File: src/pfcm_pkg.sv
`default_nettype none

package pfcm_pkg;

    localparam int BYTE_W   = 8;
    localparam int WORD_W   = 16;
    localparam int CFG_IDX_W = 2;

    // input action codes
    localparam logic ACT_START   = 1'b0;
    localparam logic ACT_PAYLOAD = 1'b1;

    // register indexes
    localparam logic [CFG_IDX_W-1:0] REG_HEADER  = 2'd0;
    localparam logic [CFG_IDX_W-1:0] REG_TRAILER = 2'd1;
    localparam logic [CFG_IDX_W-1:0] REG_CHECK   = 2'd2;
    localparam logic [CFG_IDX_W-1:0] REG_ID_LE   = 2'd3;

    // check modes
    localparam logic [1:0] CHK_ZERO     = 2'd0;
    localparam logic [1:0] CHK_XOR_DST  = 2'd1;
    localparam logic [1:0] CHK_XOR_HDR  = 2'd2;
    localparam logic [1:0] CHK_SUM16    = 2'd3;

    localparam logic [1:0] CHK_MODE_RST = CHK_XOR_DST;

    // byte slot of the frame being emitted
    typedef enum logic [3:0] {
        ST_HDR0 = 4'd0,
        ST_HDR1 = 4'd1,
        ST_DST  = 4'd2,
        ST_SRC  = 4'd3,
        ST_ID0  = 4'd4,
        ST_ID1  = 4'd5,
        ST_CMD  = 4'd6,
        ST_CNT  = 4'd7,
        ST_PAY  = 4'd8,
        ST_CK0  = 4'd9,
        ST_CK1  = 4'd10,
        ST_TR0  = 4'd11,
        ST_TR1  = 4'd12
    } t_step;

    // control from the sequencer to the check unit
    typedef struct packed {
        logic              clr;
        logic              add;
        logic [BYTE_W-1:0] data;
    } t_acc_ctrl;

endpackage

`default_nettype wire

File: src/pfcm_in_if.sv
`default_nettype none

interface pfcm_in_if;
    logic        valid;
    logic        ready;
    logic        action;
    logic [7:0]  dest_node;
    logic [7:0]  source_node;
    logic [15:0] packet_id;
    logic [7:0]  command;
    logic [7:0]  payload_count;
    logic [7:0]  payload_byte;

    modport source (
        output valid, action, dest_node, source_node, packet_id, command,
               payload_count, payload_byte,
        input  ready
    );

    modport sink (
        input  valid, action, dest_node, source_node, packet_id, command,
               payload_count, payload_byte,
        output ready
    );
endinterface

`default_nettype wire

File: src/pfcm_out_if.sv
`default_nettype none

interface pfcm_out_if;
    logic       valid;
    logic       ready;
    logic [7:0] frame_byte;
    logic       frame_end;
    logic       run_last;

    modport source (
        output valid, frame_byte, frame_end, run_last,
        input  ready
    );

    modport sink (
        input  valid, frame_byte, frame_end, run_last,
        output ready
    );
endinterface

`default_nettype wire

File: src/pfcm_check.sv
`default_nettype none

// Running XOR / sum16 over checked bytes, and the two check bytes.
module pfcm_check (
    input  wire                              i_clk,
    input  wire                              i_rst_n,
    input  pfcm_pkg::t_acc_ctrl              i_ctrl,
    input  wire  [1:0]                       i_mode,
    input  wire  [pfcm_pkg::WORD_W-1:0]      i_header_word,
    output logic [pfcm_pkg::BYTE_W-1:0]      o_ck0,
    output logic [pfcm_pkg::BYTE_W-1:0]      o_ck1
);

    logic [pfcm_pkg::BYTE_W-1:0] r_xor;
    logic [pfcm_pkg::WORD_W-1:0] r_sum;
    logic [pfcm_pkg::BYTE_W-1:0] hdr_x;

    always_ff @(posedge i_clk) begin
        if (!i_rst_n) begin
            r_xor <= '0;
            r_sum <= '0;
        end else if (i_ctrl.clr) begin
            r_xor <= '0;
            r_sum <= '0;
        end else if (i_ctrl.add) begin
            r_xor <= r_xor ^ i_ctrl.data;
            r_sum <= r_sum + {{(pfcm_pkg::WORD_W-pfcm_pkg::BYTE_W){1'b0}}, i_ctrl.data};
        end
    end

    assign hdr_x = i_header_word[pfcm_pkg::WORD_W-1:pfcm_pkg::BYTE_W]
                 ^ i_header_word[pfcm_pkg::BYTE_W-1:0];

    always_comb begin
        unique case (i_mode)
            pfcm_pkg::CHK_ZERO: begin
                o_ck0 = '0;
                o_ck1 = '0;
            end
            pfcm_pkg::CHK_XOR_DST: begin
                o_ck0 = r_xor;
                o_ck1 = r_xor;
            end
            pfcm_pkg::CHK_XOR_HDR: begin
                o_ck0 = r_xor ^ hdr_x;
                o_ck1 = r_xor ^ hdr_x;
            end
            pfcm_pkg::CHK_SUM16: begin
                o_ck0 = r_sum[pfcm_pkg::WORD_W-1:pfcm_pkg::BYTE_W];
                o_ck1 = r_sum[pfcm_pkg::BYTE_W-1:0];
            end
            default: begin
                o_ck0 = '0;
                o_ck1 = '0;
            end
        endcase
    end

endmodule

`default_nettype wire

File: src/packet_framer_with_check_modes_core.sv
`default_nettype none

// Channel   Dir  Beat carries
// --------  ---  ---------------------------------------------------------
// i_req     in   action, dest_node, source_node, packet_id, command,
//                payload_count, payload_byte
// o_frm     out  frame_byte, frame_end, run_last
// i_cfg_*   in   write enable, register index, 16-bit write data
//
// One frame byte leaves per cycle. A payload beat inside a frame gives one
// byte and the next beat is taken in the same cycle; a start beat holds the
// item register from HDR0 to CNT, on through the tail if its count is zero,
// as does a closing payload beat from PAY on. A payload beat outside a
// frame is dropped. Reset (synchronous, active low) closes any frame and
// restores the register defaults. A stall on o_frm freezes the sequencer;
// i_req is still taken while the item register is free or finishing.
module packet_framer_with_check_modes_core (
    input  wire                                i_clk,
    input  wire                                i_rst_n,
    pfcm_in_if.sink                            i_req,
    pfcm_out_if.source                         o_frm,
    input  wire                                i_cfg_we,
    input  wire  [pfcm_pkg::CFG_IDX_W-1:0]     i_cfg_idx,
    input  wire  [pfcm_pkg::WORD_W-1:0]        i_cfg_data
);

    // configuration registers
    logic [pfcm_pkg::WORD_W-1:0] r_header_word;
    logic [pfcm_pkg::WORD_W-1:0] r_trailer_word;
    logic [1:0]                  r_check_mode;
    logic                        r_id_le;

    always_ff @(posedge i_clk) begin
        if (!i_rst_n) begin
            r_header_word  <= '0;
            r_trailer_word <= '0;
            r_check_mode   <= pfcm_pkg::CHK_MODE_RST;
            r_id_le        <= 1'b0;
        end else if (i_cfg_we) begin
            unique case (i_cfg_idx)
                pfcm_pkg::REG_HEADER:  r_header_word  <= i_cfg_data;
                pfcm_pkg::REG_TRAILER: r_trailer_word <= i_cfg_data;
                pfcm_pkg::REG_CHECK:   r_check_mode   <= i_cfg_data[1:0];
                pfcm_pkg::REG_ID_LE:   r_id_le        <= i_cfg_data[0];
                default: ;
            endcase
        end
    end

    // item register: the beat being turned into frame bytes
    logic        r_busy;
    logic [7:0]  r_dst;
    logic [7:0]  r_src;
    logic [15:0] r_pid;
    logic [7:0]  r_cmd;
    logic [7:0]  r_cnt;
    logic [7:0]  r_pay;

    pfcm_pkg::t_step r_step, n_step;

    // frame state
    logic       r_in_frame;
    logic [7:0] r_bytes_left;

    // output register
    logic       r_out_valid;
    logic [7:0] r_out_byte;
    logic       r_out_end;
    logic       r_out_last;

    logic load, emit, drop, finish, last;
    logic [7:0] cur_byte;
    logic       checked;
    logic [7:0] ck0, ck1;
    pfcm_pkg::t_acc_ctrl acc_ctrl;

    // payload beat with no open frame: nothing to send
    assign drop   = r_busy && (r_step == pfcm_pkg::ST_PAY) && !r_in_frame;
    assign emit   = r_busy && !drop && (!r_out_valid || o_frm.ready);
    assign finish = drop || (emit && last);
    assign i_req.ready = !r_busy || finish;
    assign load   = i_req.valid && i_req.ready;

    always_ff @(posedge i_clk) begin
        if (load) begin
            r_dst    <= i_req.dest_node;
            r_src    <= i_req.source_node;
            r_pid    <= i_req.packet_id;
            r_cmd    <= i_req.command;
            r_cnt    <= i_req.payload_count;
            r_pay    <= i_req.payload_byte;
        end
    end

    // next slot
    always_comb begin
        n_step = r_step;
        if (load) begin
            n_step = (i_req.action == pfcm_pkg::ACT_PAYLOAD) ? pfcm_pkg::ST_PAY
                                                             : pfcm_pkg::ST_HDR0;
        end else if (emit) begin
            unique case (r_step)
                pfcm_pkg::ST_HDR0: n_step = pfcm_pkg::ST_HDR1;
                pfcm_pkg::ST_HDR1: n_step = pfcm_pkg::ST_DST;
                pfcm_pkg::ST_DST:  n_step = pfcm_pkg::ST_SRC;
                pfcm_pkg::ST_SRC:  n_step = pfcm_pkg::ST_ID0;
                pfcm_pkg::ST_ID0:  n_step = pfcm_pkg::ST_ID1;
                pfcm_pkg::ST_ID1:  n_step = pfcm_pkg::ST_CMD;
                pfcm_pkg::ST_CMD:  n_step = pfcm_pkg::ST_CNT;
                pfcm_pkg::ST_CNT:  n_step = (r_cnt == 8'd0) ? pfcm_pkg::ST_CK0 : r_step;
                pfcm_pkg::ST_PAY:  n_step = (r_bytes_left == 8'd1) ? pfcm_pkg::ST_CK0
                                                                     : r_step;
                pfcm_pkg::ST_CK0:  n_step = pfcm_pkg::ST_CK1;
                pfcm_pkg::ST_CK1:  n_step = pfcm_pkg::ST_TR0;
                pfcm_pkg::ST_TR0:  n_step = pfcm_pkg::ST_TR1;
                pfcm_pkg::ST_TR1:  n_step = r_step;
                default:           n_step = r_step;
            endcase
        end
    end

    // byte for the current slot
    always_comb begin
        cur_byte = '0;
        checked  = 1'b0;
        last     = 1'b0;
        unique case (r_step)
            pfcm_pkg::ST_HDR0: cur_byte = r_header_word[15:8];
            pfcm_pkg::ST_HDR1: cur_byte = r_header_word[7:0];
            pfcm_pkg::ST_DST: begin
                cur_byte = r_dst;
                checked  = 1'b1;
            end
            pfcm_pkg::ST_SRC: begin
                cur_byte = r_src;
                checked  = 1'b1;
            end
            pfcm_pkg::ST_ID0: begin
                cur_byte = r_id_le ? r_pid[7:0] : r_pid[15:8];
                checked  = 1'b1;
            end
            pfcm_pkg::ST_ID1: begin
                cur_byte = r_id_le ? r_pid[15:8] : r_pid[7:0];
                checked  = 1'b1;
            end
            pfcm_pkg::ST_CMD: begin
                cur_byte = r_cmd;
                checked  = 1'b1;
            end
            pfcm_pkg::ST_CNT: begin
                cur_byte = r_cnt;
                checked  = 1'b1;
                last     = (r_cnt != 8'd0);
            end
            pfcm_pkg::ST_PAY: begin
                cur_byte = r_pay;
                checked  = 1'b1;
                last     = (r_bytes_left != 8'd1);
            end
            pfcm_pkg::ST_CK0: cur_byte = ck0;
            pfcm_pkg::ST_CK1: cur_byte = ck1;
            pfcm_pkg::ST_TR0: cur_byte = r_trailer_word[15:8];
            pfcm_pkg::ST_TR1: begin
                cur_byte = r_trailer_word[7:0];
                last     = 1'b1;
            end
            default: ;
        endcase
    end

    always_ff @(posedge i_clk) begin
        if (!i_rst_n) begin
            r_busy       <= 1'b0;
            r_step       <= pfcm_pkg::ST_HDR0;
            r_in_frame   <= 1'b0;
            r_bytes_left <= '0;
            r_out_valid  <= 1'b0;
        end else begin
            r_step <= n_step;
            if (load) begin
                r_busy <= 1'b1;
            end else if (finish) begin
                r_busy <= 1'b0;
            end

            if (emit) begin
                if (r_step == pfcm_pkg::ST_CNT && r_cnt != 8'd0) begin
                    r_in_frame   <= 1'b1;
                    r_bytes_left <= r_cnt;
                end else if (r_step == pfcm_pkg::ST_PAY) begin
                    r_bytes_left <= r_bytes_left - 8'd1;
                end else if (r_step == pfcm_pkg::ST_TR1) begin
                    r_in_frame   <= 1'b0;
                    r_bytes_left <= '0;
                end
            end

            if (emit) begin
                r_out_valid <= 1'b1;
            end else if (o_frm.ready) begin
                r_out_valid <= 1'b0;
            end
        end
    end

    always_ff @(posedge i_clk) begin
        if (emit) begin
            r_out_byte <= cur_byte;
            r_out_end  <= (r_step == pfcm_pkg::ST_TR1);
            r_out_last <= last;
        end
    end

    // accumulators restart with each frame's first header byte
    assign acc_ctrl.clr  = emit && (r_step == pfcm_pkg::ST_HDR0);
    assign acc_ctrl.add  = emit && checked;
    assign acc_ctrl.data = cur_byte;

    pfcm_check u_check (
        .i_clk         (i_clk),
        .i_rst_n       (i_rst_n),
        .i_ctrl        (acc_ctrl),
        .i_mode        (r_check_mode),
        .i_header_word (r_header_word),
        .o_ck0         (ck0),
        .o_ck1         (ck1)
    );

    assign o_frm.valid      = r_out_valid;
    assign o_frm.frame_byte = r_out_byte;
    assign o_frm.frame_end  = r_out_end;
    assign o_frm.run_last   = r_out_last;

    // frame end closes the beat's run
    a_end_is_last: assert property (@(posedge i_clk) disable iff (!i_rst_n)
        r_out_valid && r_out_end |-> r_out_last)
        else $error("frame end without run last");

    // frame already closed while its last trailer byte waits
    a_end_closed: assert property (@(posedge i_clk) disable iff (!i_rst_n)
        r_out_valid && r_out_end |-> !r_in_frame)
        else $error("frame still open after trailer");

    // no leftover count without an open frame
    a_left_clear: assert property (@(posedge i_clk) disable iff (!i_rst_n)
        !r_in_frame |-> (r_bytes_left == 8'd0))
        else $error("bytes left outside a frame");

    // check bytes go out as a pair
    a_ck_pair: assert property (@(posedge i_clk) disable iff (!i_rst_n)
        emit && (r_step == pfcm_pkg::ST_CK0) |=> r_busy && (r_step == pfcm_pkg::ST_CK1))
        else $error("second check byte skipped");

endmodule

`default_nettype wire

File: src/flat_wrapper.sv
// flat-port wrapper written by rule: the top's interface ports become plain ports
module packet_framer_with_check_modes_core_flat 
  (i_clk, i_rst_n, i_cfg_we, i_cfg_idx, i_cfg_data, i_req_valid, i_req_action, i_req_dest_node, i_req_source_node, i_req_packet_id, i_req_command, i_req_payload_count, i_req_payload_byte, i_req_ready, o_frm_valid, o_frm_frame_byte, o_frm_frame_end, o_frm_run_last, o_frm_ready);
  pfcm_in_if i_req_i ();
  pfcm_out_if o_frm_i ();
  input  wire i_clk;
  input  wire i_rst_n;
  input  wire i_cfg_we;
  input  wire  [pfcm_pkg::CFG_IDX_W-1:0] i_cfg_idx;
  input  wire  [pfcm_pkg::WORD_W-1:0] i_cfg_data;
  input wire logic [$bits(i_req_i.valid)-1:0] i_req_valid;
  input wire logic [$bits(i_req_i.action)-1:0] i_req_action;
  input wire logic [$bits(i_req_i.dest_node)-1:0] i_req_dest_node;
  input wire logic [$bits(i_req_i.source_node)-1:0] i_req_source_node;
  input wire logic [$bits(i_req_i.packet_id)-1:0] i_req_packet_id;
  input wire logic [$bits(i_req_i.command)-1:0] i_req_command;
  input wire logic [$bits(i_req_i.payload_count)-1:0] i_req_payload_count;
  input wire logic [$bits(i_req_i.payload_byte)-1:0] i_req_payload_byte;
  output wire logic [$bits(i_req_i.ready)-1:0] i_req_ready;
  output wire logic [$bits(o_frm_i.valid)-1:0] o_frm_valid;
  output wire logic [$bits(o_frm_i.frame_byte)-1:0] o_frm_frame_byte;
  output wire logic [$bits(o_frm_i.frame_end)-1:0] o_frm_frame_end;
  output wire logic [$bits(o_frm_i.run_last)-1:0] o_frm_run_last;
  input wire logic [$bits(o_frm_i.ready)-1:0] o_frm_ready;
  assign i_req_i.valid = i_req_valid;
  assign i_req_i.action = i_req_action;
  assign i_req_i.dest_node = i_req_dest_node;
  assign i_req_i.source_node = i_req_source_node;
  assign i_req_i.packet_id = i_req_packet_id;
  assign i_req_i.command = i_req_command;
  assign i_req_i.payload_count = i_req_payload_count;
  assign i_req_i.payload_byte = i_req_payload_byte;
  assign i_req_ready = i_req_i.ready;
  assign o_frm_valid = o_frm_i.valid;
  assign o_frm_frame_byte = o_frm_i.frame_byte;
  assign o_frm_frame_end = o_frm_i.frame_end;
  assign o_frm_run_last = o_frm_i.run_last;
  assign o_frm_i.ready = o_frm_ready;
  packet_framer_with_check_modes_core u_core (.i_clk(i_clk), .i_rst_n(i_rst_n), .i_req(i_req_i), .o_frm(o_frm_i), .i_cfg_we(i_cfg_we), .i_cfg_idx(i_cfg_idx), .i_cfg_data(i_cfg_data));
endmodule
File: config.mk
export PLATFORM = sky130hd
export DESIGN_NAME = packet_framer_with_check_modes_core_flat
export DESIGN_NICKNAME = d
export VERILOG_FILES = /design/src/pfcm_pkg.sv /design/src/pfcm_in_if.sv /design/src/pfcm_out_if.sv /design/src/pfcm_check.sv /design/src/packet_framer_with_check_modes_core.sv /design/src/flat_wrapper.sv
export SDC_FILE = /design/constraint.sdc
export NUM_CORES = 1
export LEC_CHECK = 0
export ABC_AREA = 1
export ABC_CLOCK_PERIOD_IN_PS = 4000
export BUFFER_PORTS_ARGS = -buffer_cell sky130_fd_sc_hd__buf_2
export CELL_PAD_IN_SITES_DETAIL_PLACEMENT = 0
export CELL_PAD_IN_SITES_GLOBAL_PLACEMENT = 1
export CORE_MARGIN = 4
export CORE_UTILIZATION = 42
export CTS_CLUSTER_DIAMETER = 80
export DETAILED_ROUTE_END_ITERATION = 8
export MAX_ROUTING_LAYER = met4
export PLACE_DENSITY = 0.76
export SETUP_SLACK_MARGIN = 0.15
export SLEW_MARGIN = 25
export SYNTH_ARGS = -nofsm -noshare
export SYNTH_HDL_FRONTEND = slang
export SYNTH_SLANG_ARGS = --single-unit
File: constraint.sdc
create_clock -name i_clk -period 4 [get_ports i_clk]
set_clock_uncertainty 0.15 [all_clocks]
set_input_delay 0.6 -clock i_clk [delete_from_list [all_inputs] [get_ports i_clk]]
set_output_delay 0.6 -clock i_clk [all_outputs]
set_load 0.02 [all_outputs]
After elaboration in Yosys (flattened, before gate mapping):

Index checks and enable logic that the tools add are counted.

* register bits after elaboration: 140
* bits in latches: 0
* bits in writable memories: 0
* ROM bits: 0
* memories: 0

* add/sub/neg operators: 2
* multipliers: 0
* div/mod/pow operators: 0
* magnitude comparators: 0
* eq/ne operators: 23
* shifts and indexed selects: 0
* muxes and demuxes: 23
* bitwise operators: 4
* reductions and logical operators: 36

Operators with widths (number)
* 8-bit case mux with 13 select lines: 1
* 8-bit case mux with 4 select lines: 2
* 4-bit case mux with 12 select lines: 1
* 8-bit two-way mux: 5
* 8-bit XOR: 3
* 4-bit == test, second input constant: 5
* 4-bit two-way mux: 5
* 16-bit by 8-bit adder with 16-bit output: 1
* 4-bit by 3-bit == test with 1-bit output, second input constant: 4
* 13-bit nonzero test: 1
* 2-bit AND reduction: 5
* 1-bit logical AND: 9
* 2-bit == test, second input constant: 4
* 4-bit by 2-bit == test with 1-bit output, second input constant: 2
* 8-bit by 1-bit == test with 1-bit output, second input constant: 1
* 8-bit zero test: 1
* 1-bit two-way mux: 8
* 8-bit by 1-bit != test with 1-bit output, second input constant: 1
* 2-bit nonzero test: 4
* 8-bit nonzero test: 1
* 8-bit by 1-bit subtractor with 8-bit output, second input constant: 1
* 7-bit OR reduction: 1
* 2-bit by 1-bit == test with 1-bit output, second input constant: 2
* 4-bit by 1-bit == test with 1-bit output, second input constant: 1
* other kinds (13): 19

Logic depth before layout (Yosys ltp):

Gate-level depths: netlist of run 1.

* depth after elaboration: 12
* gate-level depth with buffers: 24
* gate-level depth less buffers: 22

Cells and area by module:

Synthesis of run 1 repeated with hierarchy kept, for this count alone.

* cell total of the unflattened synthesis: 864
* area total of the unflattened synthesis: 7000.5 µm²

Modules (own cells, without submodules)
* packet_framer_with_check_modes_core: instances 1, cells an instance 563, area an instance 5139.9 µm², seq. area each 2982.9 µm²
* pfcm_check: instances 1, cells an instance 301, area an instance 1860.5 µm², seq. area each 480.5 µm²

Worst setup path before layout of run 1:

OpenSTA, ideal clock, no wires.

* path type: reg2reg
* start point: register u_core.r_step[2]
* end point: register u_core.r_cmd[0], enable pin
* arrival: 2478 ps
* data required time: 3439 ps
* path slack: 961 ps
* cell stages (with the launch flop): 10
* buffers on the path: 0
* period minus slack after synthesis: 3039 ps
* cells stage by stage: dfxtp_1 -> inv_1 -> nand2_1 -> nor2_2 -> nand2_1 -> nand3_1 -> nand2_1 -> nand2_1 -> nand2_1 -> inv_1

* elaborated cells on any way between the ends: 13
* classes of those cells: 3 x eq/ne; 1 x mux; 9 x reduce/logical

RTL lines
* start, declared: line packet_framer_with_check_modes_core.sv:59 `pfcm_pkg::t_step r_step, n_step;`
* start signal, assigned: line packet_framer_with_check_modes_core.sv:174 `r_step <= pfcm_pkg::ST_HDR0;`
* start signal, assigned: line packet_framer_with_check_modes_core.sv:179 `r_step <= n_step;`
* 4-bit == test or 4-bit by 3-bit == test with 1-bit output (tied branches): line packet_framer_with_check_modes_core.sv:127 `unique case (r_step)`
* 1-bit case mux with 3 select lines (*): line packet_framer_with_check_modes_core.sv:127
* net u_core.last: line packet_framer_with_check_modes_core.sv:71 `logic load, emit, drop, finish, last;`
* 1-bit logical AND (*): line packet_framer_with_check_modes_core.sv:80 `assign finish = drop || (emit && last);`
* 1-bit logical OR (*): line packet_framer_with_check_modes_core.sv:80
* 1-bit logical OR (*): line packet_framer_with_check_modes_core.sv:81 `assign i_req.ready = !r_busy || finish;`
* net i_req_ready: line flat_wrapper.sv:19 `output wire logic [$bits(i_req_i.ready)-1:0] i_req_ready;`
* 1-bit logical AND (*): line packet_framer_with_check_modes_core.sv:82 `assign load = i_req.valid && i_req.ready;`
* net u_core.load: line packet_framer_with_check_modes_core.sv:71
* end signal, assigned: line packet_framer_with_check_modes_core.sv:89 `r_cmd <= i_req.command;`
* end, declared: line packet_framer_with_check_modes_core.sv:55 `logic [7:0] r_cmd;`

Mark *: on every way through the listed nets, which the timed path passes. The rest lies on a longest branch.
A chain may end at the register's enable or synchronous reset.

==> results of run 1 <==
routing by layer:
metal  routed length, µm  share of wire
met1                9320           0.49
met2                8590           0.45
met3                 939          0.049
met4                 259          0.014
met5                   0              0
placed cells by master, fill, tap and decap left out:
cell type  count
xor2_1         8
o21ai_2        1
nor4_1         2
nor2_1       116
inv_6          5
o2111ai_1      1
a21boi_0       1
edfxtp_1      66
nor2_4         2
clkinv_4       2
inv_8          4
o21ai_0       71
buf_2         91
dfxtp_1       74
nand4_1        4
o21bai_1       1
nor3_1         5
o211ai_1       7
clkbuf_16     17
a211oi_1       5
bufinv_16      4
a21oi_1       65
ha_1          10
xnor2_1        3
nor2_2         6
nand2_1      293
or2_2          1
nand3_1       51
o21ai_1        2
inv_2          5
buf_4          9
fa_1           1
nand2_2        1
inv_1         69
clkinv_1       1
worst max-delay path: stages, from the launching register on:
cell and delay, ns:
dfxtp_1 0.34, nor2_1 0.39, nand2_1 0.24, inv_1 0.15, nand2_1 0.06, nand2_1 0.06
nor2_1 0.04, nand2_1 0.05, nor2_1 0.05, nand2_1 0.12, ha_1 0.21, inv_1 0.07
fa_1 0.41, o21ai_0 0.41, nand4_1 0.16, nand2_1 0.13, nand2_1 0.08, nor2_1 0.12
o21ai_0 0.08, nor2_1 0.10
per-stage QoR:
stage	instances	area (µm²)	total power, W	setup WS, ns	hold WS (ns)
final	1220	8170	0.00390	0.523	0.193
after global routing	1220	8170	0.00406	0.161	0.168
after CTS	1220	8160	0.00392	0.426	0.177
after detailed placement	1188	7500	0.00216	0.446	0.323
after global placement	1188	7500	0.00216	0.616	0.315
after floorplan	891	6820	0.00198	0.961	0.275
where the power goes:
| part | total [W] | internal [W] | leakage (nW) | switching (W) |
|---|---|---|---|---|
| Clock | 0.00177 | 0.00107 | 0.321 | 0.000693 |
| Combinational | 0.000472 | 0.000148 | 2.02 | 0.000324 |
| Sequential | 0.00166 | 0.00161 | 1.24 | 0.0000489 |
cell families after synthesis:
logic type	count (synthesis)
AO/OA/AOI/OAI	154
XOR/XNOR	11
adder cells (fa/ha/maj)	11
buffers and inverters	94
flip-flops	140
AND/OR/NAND/NOR	481
synthesized netlist by cell type, types with 4 or more instances:
| cell | instances | area share |
|---|---|---|
| a211oi_1 | 5 | 0.0055 |
| a21oi_1 | 65 | 0.048 |
| buf_2 | 6 | 0.0044 |
| clkbuf_1 | 9 | 0.0050 |
| dfxtp_1 | 74 | 0.22 |
| edfxtp_1 | 66 | 0.29 |
| ha_1 | 10 | 0.018 |
| inv_1 | 70 | 0.039 |
| inv_2 | 4 | 0.0022 |
| nand2_1 | 293 | 0.16 |
| nand3_1 | 51 | 0.037 |
| nand4_1 | 4 | 0.0037 |
| nor2_1 | 120 | 0.066 |
| nor3_1 | 5 | 0.0037 |
| o211ai_1 | 7 | 0.0077 |
| o21ai_0 | 71 | 0.052 |
| xor2_1 | 8 | 0.010 |
worst min-delay path by stage:
stage                                                 startpoint                                      to  slack [ns]  depth (start not counted)
after detailed placement  u_core.r_trailer_word[10]$_SDFFE_PN0P_  u_core.r_trailer_word[10]$_SDFFE_PN0P_        0.32                          2
after CTS                                       i_req_command[5]               u_core.r_cmd[5]$_DFFE_PP_        0.18                          1
after global routing                         i_req_packet_id[13]              u_core.r_pid[13]$_DFFE_PP_        0.17                          1
final                                        i_req_packet_id[13]              u_core.r_pid[13]$_DFFE_PP_        0.19                          1
after floorplan            u_core.r_trailer_word[1]$_SDFFE_PN0P_   u_core.r_trailer_word[1]$_SDFFE_PN0P_        0.27                          2
after global placement    u_core.r_trailer_word[11]$_SDFFE_PN0P_  u_core.r_trailer_word[11]$_SDFFE_PN0P_        0.31                          2
area by class of cell:
class	count	area [µm²]	area share
clock buffer	17	425	0.0521
clock inverter	15	226	0.0277
inverter	75	282	0.0345
multi-input combinational	657	2980	0.365
sequential	140	3460	0.424
tap	216	270	0.0331
timing repair buffer	100	523	0.0640
state kept, by name, summed over array words and instances (netlist names), 16 cells and up:
| register | cells |
|---|---|
| u_core.r_header_word | 16 |
| u_core.r_pid | 16 |
| u_core.r_trailer_word | 16 |
| u_core.u_check.r_sum | 16 |
==> results_dict.tcl, run 1 <==
set metrics [dict create \
    finalCoreUtilization 0.514 \
    cts-root-buf "clkbuf_16" \
    synthAdderAreaFrac 0.0213 \
    r2r_end "u_core.u_check.r_sum[10]$_SDFFE_PP0P_" \
    reg2reg_depth 19 \
    diodes 0 \
    cts.repair.resized 0 \
    synth_top_family_by_area "simple AND/OR/NAND/NOR gates" \
    first_pass_iters 5 \
    synth_cell_types 32 \
    dieArea_um2 18300 \
    grt_use_total 0.222 \
    syn_area_um2 6820 \
    min_period_ns 3.48 \
    cts_tree "yes" \
    grtUsageMet3 0.0483 \
    grt-busiest-layer "met2" \
    via_per_inst 4.94 \
    nFillCells 1609 \
    drt_wl_total_um 19100 \
    met2_usage 0.339 \
    synthXorXnorAreaFrac 0.0141 \
    grt_pass1_vias 5730 \
    via_count 6029 \
    max-slew-margin-rel 0.514 \
    antenna_found_initial 0 \
    synth-seq-cells 140 \
    tightest_slew_ns 0.729 \
    rows 46 \
    finalHoldViolations 0 \
    remaining_drc_errors 0 \
    hold_buffers 0 \
    wire_per_inst_um 15.7 \
    crit_path_end_kind "register" \
    clock_path_buffers 2 \
    grt_max_degree 58 \
    clk_pin_slew_worst_paths_ns 0.07 \
    power.density_nw_per_um2 477 \
    hpwlAfterDp_um 14400 \
    synth_nets 982 \
    startpoint_type "register" \
    synth-edff-count 66 \
    peakVddDrop_v 0.000329 \
    crit_path_max_fanout 8 \
    grt_setup_unrepaired "false" \
    initial_core_util 0.429 \
    use_met1 0.301 \
    fin_crit_sh 0.869 \
    ant_nets 0 \
    status "complete, no violations" \
    insertion_delay_ns 0.43 \
    drtIter0Drc 448 \
    core_area_um2 15900 \
    cts_buffers 17 \
    leakage_nw 3.57 \
    synthToLayoutAreaGrowth_pct 19.9 \
    htree_num_levels 4 \
    fp.dieW_um 135 \
    io_pins 92 \
    hold_class "input pin to register" \
    finalSetupViolations 0 \
    post_cts_buffers 0 \
    synth-simple-area-share 0.280 \
    gp_congestion 0.904 \
    numClockSinks 140 \
    cp-endpoint "u_core.u_check.r_sum[10]$_SDFFE_PP0P_" \
    synth_mux_area_frac 0 \
    crit_arrival_ns 3.69 \
    r2r_slack_ns 0.52 \
    grt_pass1_wl_um 30400 \
    setup_tns_ns 0 \
    grt_overflow 0 \
    synth_area_per_cell_um2 7.65 \
    drive_above_1_share 0.147 \
    worstSetupStartpoint "u_core.r_step[2]$_SDFFE_PN0P_" \
    crit_type "register to register" \
    ys_seq_area_frac 0.508 \
    synth_cells 891 \
    drv_slew 0 \
    die_y_um 135 \
    ys.flop_type "dfxtp_1" \
    r2r_start "u_core.r_step[2]$_SDFFE_PN0P_" \
    synth_compound_area_frac 0.119 \
    async_flop_share 0 \
    maxCapViolations 0 \
    nets 1082 \
    portBuffers 91 \
    cp.required_ns 4.21 \
    yosysWarningCount 0 \
    max_freq_mhz 288 \
]
Note: power is estimated with default switching activity, not from simulation.
==> run 2, diff against run 1 <==
Settings changed: CORE_UTILIZATION 42 to 29, PLACE_DENSITY 0.76 to 0.55.
==> run 2 against run 1 <==
Effect of this change: register-to-register slack improved by 0.04 ns; non-clock buffer count increased by 10; power increased by 0.28%; utilization down 15 points; design area rose by 2.4%; hold slack gained 0.0030 ns; largest power group unchanged.
==> results_dict.tcl, run 2 (synthesized netlist as in run 1, its figures left out) <==
set metrics [dict create \
    status "complete, no violations" \
    drive_above_1_share 0.157 \
    internal_power_w 0.00279 \
    synthToLayoutAreaGrowth_pct 22.7 \
    nets 1092 \
    crit_path_end_kind "register" \
    first_pass_iters 7 \
    gp_congestion 0.794 \
    startpoint_type "register" \
    hold_path_end "u_core.r_pay[6]$_DFFE_PP_" \
    post-place-cells 1295 \
    finalSetupViolations 0 \
    crit_path_max_fanout 8 \
    peakVddDrop_v 0.000219 \
    cp.required_ns 4.20 \
    hold_buffers 0 \
    p_seq_frac 0.424 \
    clk_pin_slew_worst_paths_ns 0.07 \
    swShare 0.286 \
    power_w 0.00391 \
    numClockSinks 140 \
    antenna_found_initial 0 \
    via_per_inst 4.56 \
    remaining_drc_errors 0 \
    grt_pass1_wl_um 32800 \
    via_count 6049 \
    wire_per_inst_um 16.1 \
    path_cells "nor2_2, nand2_1, inv_1, nand2_1, nand2_1, nor2_1, nand2_1, nor2_1, nand2_1, ha_1, inv_1, fa_1, o21ai_1, nand4_1, nand2_1, nand2_1, nor2_1, o21ai_0, nor2_1" \
    setup_tns_ns 0 \
    worst_path_max_delay_cell "fa_1" \
    r2r_start "u_core.r_step[2]$_SDFFE_PN0P_" \
    initial_core_util 0.298 \
    diodes 0 \
    hold_depth 1 \
    die_y_um 161 \
    mostFrequentLayoutCell "nand2_1" \
    maxCapViolations 0 \
    cts-root-buf "clkbuf_16" \
    io_pins 92 \
    portBuffers 91 \
    grt_pass1_vias 5799 \
    post_cts_buffers 0 \
    cts_buffers 17 \
    p_switching_w 0.00112 \
    core_area_um2 22800 \
    max-slew-margin-rel 0.512 \
    fin_ws_ns 0.560 \
    instances_no_fill 1327 \
    clockPowerShare 0.448 \
    hold_class "input pin to register" \
    fp.dieW_um 161 \
    min_period_ns 3.44 \
    rows 55 \
    finalHoldViolations 0 \
    hp-start "i_req_payload_byte[6]" \
    grt_use_total 0.168 \
    drv_slew 0 \
    dp_slack_ns 0.258 \
    insertion_delay_ns 0.42 \
    cts.repair.resized 0 \
    dieArea_um2 26000 \
    ant_nets 0 \
    comb_power_share 0.128 \
    r2r_slack_ns 0.56 \
    reg2reg_depth 19 \
    grt_max_degree 43 \
    r2r_end "u_core.u_check.r_sum[10]$_SDFFE_PP0P_" \
    clock_path_buffers 2 \
    cp_common_cell "nand2_1" \
    fin_hold_ws_ns 0.196 \
    worstSetupStartpoint "u_core.r_step[2]$_SDFFE_PN0P_" \
    max_freq_mhz 291 \
    cts_tree "yes" \
    htree_num_levels 4 \
    leakage_nw 3.62 \
    grt_setup_unrepaired "false" \
    fin_crit_sh 0.860 \
    grt_overflow 0 \
    crit_arrival_ns 3.64 \
    drt_wl_total_um 21400 \
    hpwlAfterDp_um 16600 \
    cpPeakStageDelay_ns 0.43 \
    tightest_slew_ns 0.728 \
    layout_common_cells "293 x nand2_1, 115 x nor2_1, 91 x buf_2, 74 x dfxtp_1, 70 x o21ai_0" \
    drtIter0Drc 359 \
    crit_type "register to register" \
    power.density_nw_per_um2 467 \
]
==> run 2: layout make-up <==
class | count | area (µm²)
Fill cell | 2466 | 14500
Sequential cell | 140 | 3460
Multi-Input combinational cell | 657 | 2980
Timing Repair Buffer | 110 | 598
Clock buffer | 17 | 425
Tap cell | 313 | 392
Inverter | 75 | 282
Clock inverter | 15 | 223
==> run 2: worst max-delay path, delay by kind of cell, from the launching register on <==
| kind | cells | cell delay (ns) |
|---|---|---|
| AOI/OAI and AO/OA | 2 | 0.38 |
| adders and majority gates | 2 | 0.65 |
| and+or+nand+nor | 13 | 1.56 |
| buffers and inverters | 2 | 0.28 |
| DFF | 1 | 0.36 |
==> run 2: per-stage QoR <==
stage / util / area, µm²
after floorplan: - / 6820
after global placement: 0.337 / 7700
after detailed placement: 0.337 / 7700
after CTS: 0.365 / 8350
after global routing: 0.366 / 8370
final: 0.366 / 8370
==> run 2: worst max path at each step <==
stage | slack [ns] | endpoint | cells past startpoint
after floorplan | 0.96 | u_core.r_cmd[0]$_DFFE_PP_ | 9
after global placement | 0.41 | u_core.u_check.r_sum[12]$_SDFFE_PP0P_ | 18
after detailed placement | 0.26 | u_core.u_check.r_sum[10]$_SDFFE_PP0P_ | 19
after CTS | 0.22 | u_core.u_check.r_sum[10]$_SDFFE_PP0P_ | 19
after global routing | 0.21 | u_core.u_check.r_sum[14]$_SDFFE_PP0P_ | 21
final | 0.56 | u_core.u_check.r_sum[10]$_SDFFE_PP0P_ | 19
==> run 2: power by group through the flow <==
stage / Combinational [W] / Clock [W] / Sequential, W
after floorplan: 0.000297 / 0 / 0.00169
after global placement: 0.000505 / 0 / 0.00169
after detailed placement: 0.000503 / 0 / 0.00169
after CTS: 0.000505 / 0.00179 / 0.00166
after global routing: 0.000562 / 0.00186 / 0.00167
final: 0.000500 / 0.00175 / 0.00166
==> run 2: routing by layer <==
layer	global-route usage	wire length, µm	vias to the layer above
li1	-	-	3147
met4	0.0337	132	0
met3	0.0309	749	13
met5	-	0	-
met1	0.237	10900	2761
met2	0.255	9550	128
